File: config.mk
export PLATFORM = sky130hd
export DESIGN_NAME = fba_ctrl
export DESIGN_NICKNAME = d
export VERILOG_FILES = /design/src/design/fba_pkg.sv /design/src/design/fba_ctrl.sv
export SDC_FILE = /design/constraint.sdc
export NUM_CORES = 1
export LEC_CHECK = 0
export BUFFER_PORTS_ARGS = -buffer_cell sky130_fd_sc_hd__buf_4
export CAP_MARGIN = 20
export CORE_AREA = 2 2 39 41
export CTS_BUF_LIST = sky130_fd_sc_hd__clkbuf_8
export DETAILED_ROUTE_END_ITERATION = 6
export DIE_AREA = 0 0 41 43
export GPL_TIMING_DRIVEN = 0
export MAX_ROUTING_LAYER = met4
export PLACE_DENSITY_LB_ADDON = 0.3
export SYNTH_ARGS = -nofsm -noshare
export SYNTH_HDL_FRONTEND = slang
export SYNTH_SLANG_ARGS = --single-unit
export TNS_END_PERCENT = 30
File: constraint.sdc
create_clock -name clock -period 2.5 [get_ports clock]
set_input_delay 0.75 -clock clock [delete_from_list [all_inputs] [get_ports clock]]
set_output_delay 0.75 -clock clock [all_outputs]
set_load 0.02 [all_outputs]
File: src/design/fba_pkg.sv
`timescale 1ns / 1ps
// fba_pkg: shared types and constants for the frame bitmap allocator
// depends on nothing; used by fba_ctrl, fba_datapath and frame_bitmap_allocator

package fba_pkg;

   // default geometry of the bitmap
   localparam int MAX_FRAMES_DEFAULT = 4096;
   localparam int WORD_BITS_DEFAULT  = 32;

   // fixed field widths
   localparam int FRAME_W     = 12;
   localparam int COUNT_W     = 13;
   localparam int STATUS_W    = 2;
   localparam int REQ_DATA_W  = 16;
   localparam int RSP_DATA_W  = 16;

   // frame field covers 4096 frames at most
   localparam int FRAME_FIELD_LIMIT = 4096;

   localparam logic [COUNT_W-1:0] FRAME_COUNT_RESET = 13'd4096;

   // operation codes
   localparam logic OP_ALLOC = 1'b0;
   localparam logic OP_FREE  = 1'b1;

   typedef enum logic [1:0] {
      STATUS_UPDATED = 2'd0,
      STATUS_NOTHING = 2'd1,
      STATUS_NO_FREE = 2'd2
   } status_type;

   typedef enum logic [1:0] {
      RES_NOTHING,
      RES_FREED,
      RES_ALLOC,
      RES_NO_FREE
   } result_kind_type;

   typedef enum logic [2:0] {
      ST_CLEAR,
      ST_IDLE,
      ST_SCAN,
      ST_DIVIDE,
      ST_FREE_READ,
      ST_FREE_WRITE,
      ST_DONE
   } state_type;

   // commands from controller to datapath
   typedef struct packed {
      logic            clear_en;
      logic            accept;
      logic            scan_en;
      logic            div_en;
      logic            free_read;
      logic            free_write;
      logic            res_load;
      result_kind_type res_kind;
      logic            out_load;
   } fba_cmd_type;

   // status from datapath to controller
   typedef struct packed {
      logic clear_last;
      logic req_free;
      logic req_cur_zero;
      logic scan_found;
      logic scan_none;
      logic out_ready;
   } fba_status_type;

endpackage

File: src/design/fba_ctrl.sv
`timescale 1ns / 1ps
// fba_ctrl: sequencer of the frame bitmap allocator
// depends on fba_pkg; drives fba_datapath through command and status structs

module fba_ctrl (
   input  logic                   clock,
   input  logic                   reset,
   input  logic                   req_tvalid,
   output logic                   req_tready,
   input  fba_pkg::fba_status_type st,
   output fba_pkg::fba_cmd_type    cmd
);

   fba_pkg::state_type state_ff, state_in;

   // state register
   always_ff @(posedge clock) begin
      if (reset) begin
         state_ff <= fba_pkg::ST_CLEAR;
      end else begin
         state_ff <= state_in;
      end
   end

   // next state and commands
   always_comb begin
      state_in   = state_ff;
      cmd        = '0;
      cmd.res_kind = fba_pkg::RES_NOTHING;
      req_tready = 1'b0;
      unique case (state_ff)
         fba_pkg::ST_CLEAR: begin
            cmd.clear_en = 1'b1;
            if (st.clear_last) begin
               state_in = fba_pkg::ST_IDLE;
            end
         end
         fba_pkg::ST_IDLE: begin
            req_tready = 1'b1;
            if (req_tvalid) begin
               cmd.accept = 1'b1;
               priority if (!st.req_free && !st.req_cur_zero) begin
                  // allocate for a page that already has a frame
                  cmd.res_load = 1'b1;
                  cmd.res_kind = fba_pkg::RES_NOTHING;
                  state_in     = fba_pkg::ST_DONE;
               end else if (st.req_free && st.req_cur_zero) begin
                  // free for a page with no frame
                  cmd.res_load = 1'b1;
                  cmd.res_kind = fba_pkg::RES_NOTHING;
                  state_in     = fba_pkg::ST_DONE;
               end else if (!st.req_free) begin
                  state_in = fba_pkg::ST_SCAN;
               end else begin
                  state_in = fba_pkg::ST_DIVIDE;
               end
            end
         end
         fba_pkg::ST_SCAN: begin
            cmd.scan_en = 1'b1;
            priority if (st.scan_found) begin
               cmd.res_load = 1'b1;
               cmd.res_kind = fba_pkg::RES_ALLOC;
               state_in     = fba_pkg::ST_DONE;
            end else if (st.scan_none) begin
               cmd.res_load = 1'b1;
               cmd.res_kind = fba_pkg::RES_NO_FREE;
               state_in     = fba_pkg::ST_DONE;
            end else begin
               state_in = fba_pkg::ST_SCAN;
            end
         end
         fba_pkg::ST_DIVIDE: begin
            cmd.div_en = 1'b1;
            state_in   = fba_pkg::ST_FREE_READ;
         end
         fba_pkg::ST_FREE_READ: begin
            cmd.free_read = 1'b1;
            state_in      = fba_pkg::ST_FREE_WRITE;
         end
         fba_pkg::ST_FREE_WRITE: begin
            cmd.free_write = 1'b1;
            cmd.res_load   = 1'b1;
            cmd.res_kind   = fba_pkg::RES_FREED;
            state_in       = fba_pkg::ST_DONE;
         end
         fba_pkg::ST_DONE: begin
            if (st.out_ready) begin
               cmd.out_load = 1'b1;
               state_in     = fba_pkg::ST_IDLE;
            end
         end
         default: begin
            state_in = fba_pkg::ST_CLEAR;
         end
      endcase
   end

endmodule

==> results of run 1 <==
==> cell families (layout without fill, tap and decap cells) <==
logic type / Yosys count / count (layout)
compound gates: 14 / 14
simple gates: 13 / 13
buf+inv: 5 / 28
flops: 3 / 3
fa+ha+maj: 1 / 1
==> cells in the final DEF (no fill, tap or decap) <==
| cell | synthesis | layout |
|---|---|---|
| buf_4 | 0 | 19 |
| a21oi_1 | 4 | 4 |
| inv_1 | 2 | 3 |
| clkbuf_8 | 0 | 3 |
| dfxtp_1 | 3 | 3 |
| buf_6 | 2 | 2 |
| nand2_1 | 2 | 2 |
| nor2_1 | 2 | 2 |
| and2_1 | 2 | 2 |
| o21ai_0 | 2 | 2 |
| buf_2 | 1 | 1 |
| nor3b_1 | 1 | 1 |
| and2b_1 | 1 | 1 |
| nor3b_2 | 1 | 1 |
| nand2b_1 | 1 | 1 |
| o21a_2 | 1 | 1 |
| o21bai_1 | 1 | 1 |
| a31o_1 | 1 | 1 |
| nor3_1 | 1 | 1 |
| and4b_1 | 1 | 1 |
| o21ai_2 | 1 | 1 |
| o41ai_1 | 1 | 1 |
| a311oi_1 | 1 | 1 |
| a211oi_1 | 1 | 1 |
| nor2b_1 | 1 | 1 |
| o311a_1 | 1 | 1 |
| ha_1 | 1 | 1 |
==> power by group through the flow <==
| stage | Sequential, mW | Clock [mW] | Combinational, mW |
|---|---|---|---|
| after floorplan | 0.0621 | 0 | 0.0831 |
| after global placement | 0.0637 | 0 | 0.132 |
| after detailed placement | 0.0638 | 0 | 0.132 |
| after CTS | 0.0631 | 0.139 | 0.133 |
| after global routing | 0.0640 | 0.147 | 0.143 |
| final | 0.0628 | 0.136 | 0.132 |
==> per-stage QoR <==
stage | hold slack (ps) | cell area [µm²] | power (mW) | cells | utilization, %
2_1_floorplan | 535 | 289 | 0.145 | 36 | -
3_3_place_gp | 573 | 452 | 0.196 | 71 | 32.6
3_5_place_dp | 574 | 452 | 0.196 | 71 | 32.6
4_1_cts | 577 | 497 | 0.335 | 75 | 35.9
5_1_grt | 607 | 497 | 0.355 | 75 | 35.9
6_report | 568 | 497 | 0.330 | 75 | 35.9
==> synthesized netlist by cell type (2+ instances only) <==
| cell type | number |
|---|---|
| and2_1 | 2 |
| a21oi_1 | 4 |
| nand2_1 | 2 |
| o21ai_0 | 2 |
| dfxtp_1 | 3 |
| buf_6 | 2 |
| inv_1 | 2 |
| nor2_1 | 2 |
==> how the worst max path moves through the flow <==
stage                     endpoint  slack (ps)  cells past startpoint
after CTS                   cmd[3]         210                      6
final                       cmd[3]         220                      6
after global placement      cmd[3]         200                      6
after detailed placement    cmd[3]         220                      6
after global routing        cmd[3]         170                      6
after floorplan             cmd[3]         300                      4
==> layout make-up <==
cell class | instances | area share [%]
sequential | 3 | 12.1
inverter | 2 | 1.51
buffer | 3 | 5.54
timing repair buffer | 19 | 28.7
tap | 16 | 4.03
clock inverter | 1 | 0.756
clock buffer | 3 | 8.31
multi-input combinational | 28 | 39.0
==> worst max-delay path: cells and delay by family <==
kind | cells | cell delay (ps)
adders and majority gates | 1 | 300
AOI/OAI and AO/OA | 2 | 220
buffers and inverters | 3 | 260
==> metal layers <==
layer | share of wire [%] | wire [µm]
met4 | 1.3 | 10
met1 | 44 | 331
met2 | 47 | 353
met5 | 0 | 0
met3 | 7.4 | 56
==> out/metrics.cfg, run 1 <==
[clock_network]
tritoncts_num_sinks = 3
post-cts-setup-buffers = 0
insertion_delay_ps = 210
cts_hold_repair.buffers = 0
cts.root.buffer_cell = clkbuf_8
htree_levels = 1
cts.path.max_buffers = 2
worst_setup_hold_path_clk_slew_ps = 30
cts_resized = 0
clock_buffer_count_from_cts = 3
tritoncts = built

[worst_hold_path]
hold_end = state_ff[2]
worst_hold_startpoint = state_ff[1]
worst_hold_path.num_cells = 2
hp-class = register to register

[power]
switching_power_uw = 108
p_clk_share_pct = 41.2
power_density_nw_per_um2 = 665
power.sequential.fraction_pct = 19.0
power.ir.vdd_worst_mv = 0.239
power_report.internal_total_uw = 223
netSwitchingFraction_pct = 32.6
power.leakage_nw = 0.247
p_comb_share_pct = 39.8

[synth]
combinational_family_with_the_most_area_after_synthesis = compound AO/OA/AOI/OAI gates
post-synth-top-area-cell = dfxtp_1
avgSynthCellArea_um2 = 8.03
post_synth_main_area_contributors = dfxtp_1, buf_6, a21oi_1
post_synth_and_or_nand_nor_area_fraction_pct = 28.6
synth-compound-area-share_pct = 34.2
synth_edf_count = 0
yosysWarnings = 0
yosys-mux-area-fraction_pct = 0
postSynthCellCount = 36
synth_sequential_area_ratio_pct = 20.8
synth_fa_ha_area_share_pct = 4.33
syn_area_um2 = 289
synth_top_area_share_pct = 20.8
synth.ff_latch_count = 3
netlist-cell-type-count = 25
synth.net_count = 46
synth-main-ff-cell = dfxtp_1
async_flop_share_pct = 0
synthXorXnorAreaFrac_pct = 0

[placement]
dp_hpwl_um = 567
buffer_ports.inserted = 19
post-place-ws_ps = 217
globalplace.congestion = 0.799

[final_layout]
antenna-diode-count = 0
flip_flop_count_of_the_largest_register_after_layout = 3
regArea_um2 = 60.1
area_growth_pct = 71.9
largest_register = state_ff
reg_top3 = state_ff: 3 flops
layout-drive-gt1-share_pct = 47.5
multiInputGateArea_um2 = 194
num-fill-cells = 155
fin_nets = 70

[routing]
ant_nets = 0
drtIter0Drc = 7
routed_wl_um = 752
wire_per_inst_um = 10.0
num_vias = 346
drt_drc_violations_left = 0
avgViaCountPerCell = 4.61
drt_pass1_iterations = 4

[sta]
final_hold_viol_count = 0
timing.clock.skew_ps = 0.547
post-route-min-period_ps = 2280
finalSetupViolations = 0
slew_headroom_pct = 80.7
rsz_0062_raised_after_global_routing = no
finalWorstSetupSlack_ps = 218
fmax_ghz = 0.438
transition_time_of_the_tightest_slew_check_pin_ps = 286
timing.setup.tns_ps = 0
final_min_period_over_clock_period_pct = 91.3
maxSlewViolCount = 0

[floorplanning]
num_io_pins = 20
fp-row-count = 14
floorplan.initialDensity_pct = 20.9
fp.dieW_um = 41
die_height_um = 43
floorplan.core_area_um2 = 1380
floorplan.die_area_um2 = 1760

[outcome]
outcome = finished clean

[global_routing]
grt_overflow_total = 0
grt_first_pass_wirelength_um = 1240
grt_most_used_layer = met2
antenna_found_initial = 0
grt_use_total_pct = 10.7
groute.layer.met1.usage_pct = 11.9
grt_pass1_vias = 323
grt.met2_usage_pct = 15.3
grt_max_degree = 11
global_route.usage.met3_pct = 3.14

[setup_path]
timing.reg2reg.worst_path_depth = 3
cells_along_the_critical_path = buf_4 -> inv_1 -> ha_1 -> a21oi_1 -> o21bai_1 -> buf_4
critPathMostFrequentCell = buf_4
critical_path_peak_fanout = 2
critPathKind = primary input to primary output
critical-path-slowest-cell = ha_1
worstSetupStartpointType = primary input
timing.rr.start = state_ff[0]
crit_path_end_kind = primary output
worst_ep_required_time_ps = 1750
timing.reg2reg.setup_slack_ps = 1410
cp.arrival_ps = 1530
cp-startpoint = st[3]
slowest_delay_ps = 300
critical_path.reg2reg.endpoint = state_ff[2]

[job]
max_cap_viol_count = 0

Power figures use the tool's default switching activity.
==> inputs of run 2 (changes only) <==
--- a/config.mk
+++ b/config.mk
@@ -7,6 +7,8 @@
 export LEC_CHECK = 0
 export BUFFER_PORTS_ARGS = -buffer_cell sky130_fd_sc_hd__buf_4
 export CAP_MARGIN = 20
+export CELL_PAD_IN_SITES_DETAIL_PLACEMENT = 0
+export CELL_PAD_IN_SITES_GLOBAL_PLACEMENT = 1
 export CORE_AREA = 2 2 39 41
 export CTS_BUF_LIST = sky130_fd_sc_hd__clkbuf_8
 export DETAILED_ROUTE_END_ITERATION = 6
==> run 2 against run 1 <==
Net effect:
- non-clock buffer count unchanged
- clock power about the same
- register-to-register slack better by 20 ps
- critical path depth unchanged
- final cell count unchanged
- worst setup slack worse by 13 ps
- largest power group unchanged
- highest routed layer is now met3
==> out/metrics.cfg, run 2 (synthesis results as in run 1) <==
[floorplanning]
die_height_um = 43  ; unchanged
num_io_pins = 20  ; unchanged
floorplan.die_area_um2 = 1760  ; unchanged
floorplan.core_area_um2 = 1380  ; unchanged
fp-row-count = 14  ; unchanged
fp.dieW_um = 41  ; unchanged
floorplan.initialDensity_pct = 20.9  ; unchanged

[sta]
final_hold_viol_count = 0  ; unchanged
timing.setup.tns_ps = 0  ; unchanged
fmax_ghz = 0.436  ; was 0.438 GHz
final_min_period_over_clock_period_pct = 91.8  ; was 91.3%
maxSlewViolCount = 0  ; unchanged
timing.clock.skew_ps = 0.814  ; was 0.547 ps
rsz_0062_raised_after_global_routing = no  ; unchanged
slew_headroom_pct = 81.9  ; was 80.7%
finalSetupViolations = 0  ; unchanged
post-route-min-period_ps = 2290  ; was 2280 ps
transition_time_of_the_tightest_slew_check_pin_ps = 268  ; was 286 ps

[setup_path]
timing.reg2reg.worst_path_depth = 3  ; unchanged
critPathKind = primary input to primary output  ; unchanged
timing.reg2reg.setup_slack_ps = 1430  ; was 1410 ps
timing.rr.start = state_ff[0]  ; unchanged
critPathMostFrequentCell = buf_4  ; unchanged
cp.depth = 6  ; unchanged
critical_path.n_buffers_inverters = 3  ; unchanged
critical_path_peak_fanout = 2  ; unchanged
crit_family = adder cells  ; unchanged
critical_path.reg2reg.endpoint = state_ff[2]  ; unchanged
crit_path_end_kind = primary output  ; unchanged
worst_ep_required_time_ps = 1750  ; about the same
worstSetupStartpointType = primary input  ; unchanged
slowest_delay_ps = 310  ; was 300 ps
cells_along_the_critical_path = buf_4 -> inv_1 -> ha_1 -> a21oi_1 -> o21bai_1 -> buf_4  ; unchanged
cp-startpoint = st[3]  ; unchanged
endpoint = cmd[3]  ; unchanged
cp.arrival_ps = 1540  ; was 1530 ps
critical-path-slowest-cell = ha_1  ; unchanged

[global_routing]
grt_first_pass_wirelength_um = 1170  ; was 1240 µm
antenna_found_initial = 0  ; unchanged
grt_pass1_vias = 294  ; was 323
grt_use_total_pct = 10.3  ; was 10.7%
grt_overflow_total = 0  ; unchanged
grt_max_degree = 11  ; unchanged

[routing]
num_vias = 334  ; was 346
drt_pass1_iterations = 2  ; was 4
routed_wl_um = 829  ; was 752 µm
drt_drc_violations_left = 0  ; unchanged
wire_per_inst_um = 11.1  ; was 10.0 µm
avgViaCountPerCell = 4.45  ; was 4.61
ant_nets = 0  ; unchanged
drtIter0Drc = 1  ; was 7

[final_layout]
flip_flop_count_of_the_largest_register_after_layout = 3  ; unchanged
instances_no_fill = 75  ; unchanged
regArea_um2 = 60.1  ; unchanged
final_core_utilization_pct = 35.9  ; unchanged
area_growth_pct = 71.9  ; unchanged
reg_top3 = state_ff: 3 flops  ; unchanged
antenna-diode-count = 0  ; unchanged
layout-drive-gt1-share_pct = 47.5  ; unchanged
multiInputGateArea_um2 = 194  ; unchanged
layout.cells.most_common_list = buf_4, a21oi_1, inv_1, clkbuf_8, dfxtp_1  ; unchanged
num-fill-cells = 153  ; was 155
commonest_non_fill_non_tap_cell_in_the_layout = buf_4  ; unchanged
largest_register = state_ff  ; unchanged
fin_nets = 70  ; unchanged

[power]
power_density_nw_per_um2 = 665  ; about the same
power.ir.vdd_worst_mv = 0.189  ; was 0.239 mV
power.leakage_nw = 0.247  ; unchanged

[clock_network]
cts.path.max_buffers = 2  ; unchanged
cts_resized = 0  ; unchanged
cts_hold_repair.buffers = 0  ; unchanged
tritoncts = built  ; unchanged
htree_levels = 1  ; unchanged
cts.root.buffer_cell = clkbuf_8  ; unchanged
insertion_delay_ps = 210  ; about the same
post-cts-setup-buffers = 0  ; unchanged
worst_setup_hold_path_clk_slew_ps = 30  ; about the same
clock_buffer_count_from_cts = 3  ; unchanged
tritoncts_num_sinks = 3  ; unchanged

[placement]
dp_cells = 71  ; unchanged
buffer_ports.inserted = 19  ; unchanged
dp_hpwl_um = 577  ; was 567 µm
globalplace.congestion = 0.780  ; was 0.799

[job]
max_cap_viol_count = 0  ; unchanged

[outcome]
outcome = finished clean  ; unchanged

[worst_hold_path]
hp-class = register to register  ; unchanged

[run 2: cell counts in the layout (fill, tap and decap cells not counted)]
No cell type changed its count.
[run 2: layout make-up]
| type | instances | area share (%) |
|---|---|---|
| Multi-Input combinational cell | 28 | 39.0 |
| Timing Repair Buffer | 19 | 28.7 |
| Sequential cell | 3 | 12.1 |
| Clock buffer | 3 | 8.31 |
| Buffer | 3 | 5.54 |
| Tap cell | 16 | 4.03 |
| Inverter | 2 | 1.51 |
| Clock inverter | 1 | 0.756 |
[run 2: report_power, final]
| group | switching (mW) | internal, mW | total, mW |
|---|---|---|---|
| sequential | 0.00811 | 0.0549 | 0.0630 |
| combinational | 0.0692 | 0.0635 | 0.133 |
| clock | 0.0304 | 0.104 | 0.135 |
| total | 0.108 | 0.223 | 0.331 |
[run 2: worst min path at each step]
stage,cells past startpoint,start,to
after global routing,2,state_ff[1],state_ff[2]
final,2,state_ff[1],state_ff[2]
after detailed placement,2,state_ff[1],state_ff[2]
after global placement,2,state_ff[1],state_ff[2]
after floorplan,2,state_ff[1],state_ff[2]
after CTS,2,state_ff[1],state_ff[2]
[run 2: worst register-to-register path: cells and delay by family, from the launching register on]
| family | cells | cell delay (ps) |
|---|---|---|
| AO/OA/AOI/OAI | 2 | 460 |
| buffers and inverters | 1 | 150 |
| flip-flops | 1 | 330 |
[run 2: per-stage QoR]
| stage | power, mW | hold WS, ps | area (µm²) | worst slack (ps) |
|---|---|---|---|---|
| final | 0.331 | 575 | 497 | 205 |
| after global routing | 0.353 | 587 | 497 | 167 |
| after CTS | 0.334 | 578 | 497 | 200 |
| after floorplan | 0.145 | 535 | 289 | 302 |
| after detailed placement | 0.196 | 572 | 452 | 207 |
| after global placement | 0.198 | 580 | 452 | 194 |
[run 2: metal layers]
| layer | part of all wire (%) | GRT usage, % |
|---|---|---|
| met3 | 8.8 | 3.14 |
| met4 | 0 | 8.00 |
| met5 | 0 | - |
| met2 | 48 | 14.7 |
| met1 | 44 | 11.2 |
==> inputs of run 3 (changes only) <==
--- a/config.mk
+++ b/config.mk
@@ -15,7 +15,7 @@
 export DIE_AREA = 0 0 41 43
 export GPL_TIMING_DRIVEN = 0
 export MAX_ROUTING_LAYER = met4
-export PLACE_DENSITY_LB_ADDON = 0.3
+export PLACE_DENSITY = 0.68
 export SYNTH_ARGS = -nofsm -noshare
 export SYNTH_HDL_FRONTEND = slang
 export SYNTH_SLANG_ARGS = --single-unit
==> run 3 against run 2 <==
Net effect:
- total power increased by 0.25%
- critical path type unchanged
- die area is the same
- combinational power about the same
- sequential power about the same
- critical endpoint unchanged
==> out/metrics.cfg, run 3 (synthesis results as in run 1) <==
[sta]
slew_headroom_pct = 77.9  ; was 81.9%
finalSetupViolations = 0  ; unchanged
maxSlewViolCount = 0  ; unchanged
fmax_ghz = 0.438  ; was 0.436 GHz
final_min_period_over_clock_period_pct = 91.4  ; was 91.8%
rsz_0062_raised_after_global_routing = no  ; unchanged
final_hold_viol_count = 0  ; unchanged
post-route-min-period_ps = 2280  ; was 2290 ps
timing.setup.tns_ps = 0  ; unchanged
whs_ps = 587  ; was 575 ps
timing.clock.skew_ps = 2.15  ; was 0.814 ps
transition_time_of_the_tightest_slew_check_pin_ps = 328  ; was 268 ps

[floorplanning]
floorplan.core_area_um2 = 1380  ; unchanged
die_height_um = 43  ; unchanged
floorplan.initialDensity_pct = 20.9  ; unchanged
num_io_pins = 20  ; unchanged
fp.dieW_um = 41  ; unchanged
fp-row-count = 14  ; unchanged
floorplan.die_area_um2 = 1760  ; unchanged

[final_layout]
antenna-diode-count = 0  ; unchanged
fin_nets = 70  ; unchanged
flip_flop_count_of_the_largest_register_after_layout = 3  ; unchanged
reg_top3 = state_ff: 3 flops  ; unchanged
instances_no_fill = 75  ; unchanged
commonest_non_fill_non_tap_cell_in_the_layout = buf_4  ; unchanged
layout-drive-gt1-share_pct = 47.5  ; unchanged
num-fill-cells = 156  ; was 153
final_core_utilization_pct = 35.9  ; unchanged
layout.cells.most_common_list = buf_4, a21oi_1, inv_1, clkbuf_8, dfxtp_1  ; unchanged
largest_register = state_ff  ; unchanged
area_growth_pct = 71.9  ; unchanged

[clock_network]
clock_buffer_count_from_cts = 3  ; unchanged
tritoncts = built  ; unchanged
tritoncts_num_sinks = 3  ; unchanged
cts_resized = 0  ; unchanged
post-cts-setup-buffers = 0  ; unchanged
cts.root.buffer_cell = clkbuf_8  ; unchanged
htree_levels = 1  ; unchanged
cts.path.max_buffers = 2  ; unchanged
cts_hold_repair.buffers = 0  ; unchanged
worst_setup_hold_path_clk_slew_ps = 30  ; about the same
insertion_delay_ps = 210  ; about the same

[global_routing]
grt_max_degree = 11  ; unchanged
grt_overflow_total = 0  ; unchanged
grt_use_total_pct = 11.3  ; was 10.3%
grt_pass1_vias = 302  ; was 294
antenna_found_initial = 0  ; unchanged
grt_first_pass_wirelength_um = 1290  ; was 1170 µm

[routing]
drt_drc_violations_left = 0  ; unchanged
routed_wl_um = 808  ; was 829 µm
drtIter0Drc = 5  ; was 1
wire_per_inst_um = 10.8  ; was 11.1 µm
avgViaCountPerCell = 4.65  ; was 4.45
num_vias = 349  ; was 334
drt_pass1_iterations = 4  ; was 2
ant_nets = 0  ; unchanged

[outcome]
outcome = finished clean  ; unchanged

[setup_path]
crit_path_end_kind = primary output  ; unchanged
worstSetupStartpointType = primary input  ; unchanged
timing.reg2reg.worst_path_depth = 3  ; unchanged
cp.arrival_ps = 1530  ; was 1540 ps
critPathKind = primary input to primary output  ; unchanged
critical_path_peak_fanout = 2  ; unchanged
worst_ep_required_time_ps = 1750  ; about the same

[placement]
buffer_ports.inserted = 19  ; unchanged
globalplace.congestion = 0.823  ; was 0.780
dp_cells = 71  ; unchanged
dp_hpwl_um = 584  ; was 577 µm

[worst_hold_path]
worst_hold_path.num_cells = 2  ; unchanged
hp-class = register to register  ; unchanged

[power]
power.ir.vdd_worst_mv = 0.209  ; was 0.189 mV
power.leakage_nw = 0.247  ; unchanged
power_density_nw_per_um2 = 667  ; was 665 nW/µm²
finalPower_uw = 331  ; about the same

[job]
max_cap_viol_count = 0  ; unchanged

run 3: cell counts in the layout (fill, tap and decap cells not counted):
Identical to the previous run, type by type.
run 3: final timing paths:
path | from | endpoint | slack, ps
max | st[3] | cmd[3] | 220
min | state_ff[1] | state_ff[2] | 590
max reg2reg | state_ff[0] | state_ff[2] | 1340
min reg2reg | state_ff[1] | state_ff[2] | 590
run 3: worst max-delay path, stage by stage:
cell and delay, ps:
buf_4 80, inv_1 30, ha_1 300, a21oi_1 150
o21bai_1 70, buf_4 150
run 3: final cells by class:
class,instances,area [µm²],share of cell area [%]
Sequential cell,3,60.1,12.1
Timing Repair Buffer,19,143,28.7
Clock buffer,3,41.3,8.31
Clock inverter,1,3.75,0.756
Tap cell,16,20.0,4.03
Buffer,3,27.5,5.54
Inverter,2,7.51,1.51
Multi-Input combinational cell,28,194,39.0
run 3: stage by stage:
step | setup slack (ps) | instance area (µm²)
floorplan | 302 | 289
global placement | 202 | 452
detailed placement | 218 | 452
CTS | 211 | 497
global route | 162 | 497
finish | 215 | 497
run 3: power breakdown:
group	switching [mW]	internal (mW)	total, mW
clock network	0.0303	0.104	0.135
logic	0.0703	0.0634	0.134
registers	0.00796	0.0549	0.0629
run 3: per-layer routing:
metal | wire length (µm) | GRT usage (%) | vias up | share of wire [%]
li1 | - | - | 178 | -
met1 | 369 | 14.7 | 153 | 46
met2 | 367 | 14.4 | 18 | 45
met3 | 70 | 3.14 | 0 | 8.7
met4 | 0 | 8.00 | 0 | 0
met5 | 0 | - | - | 0
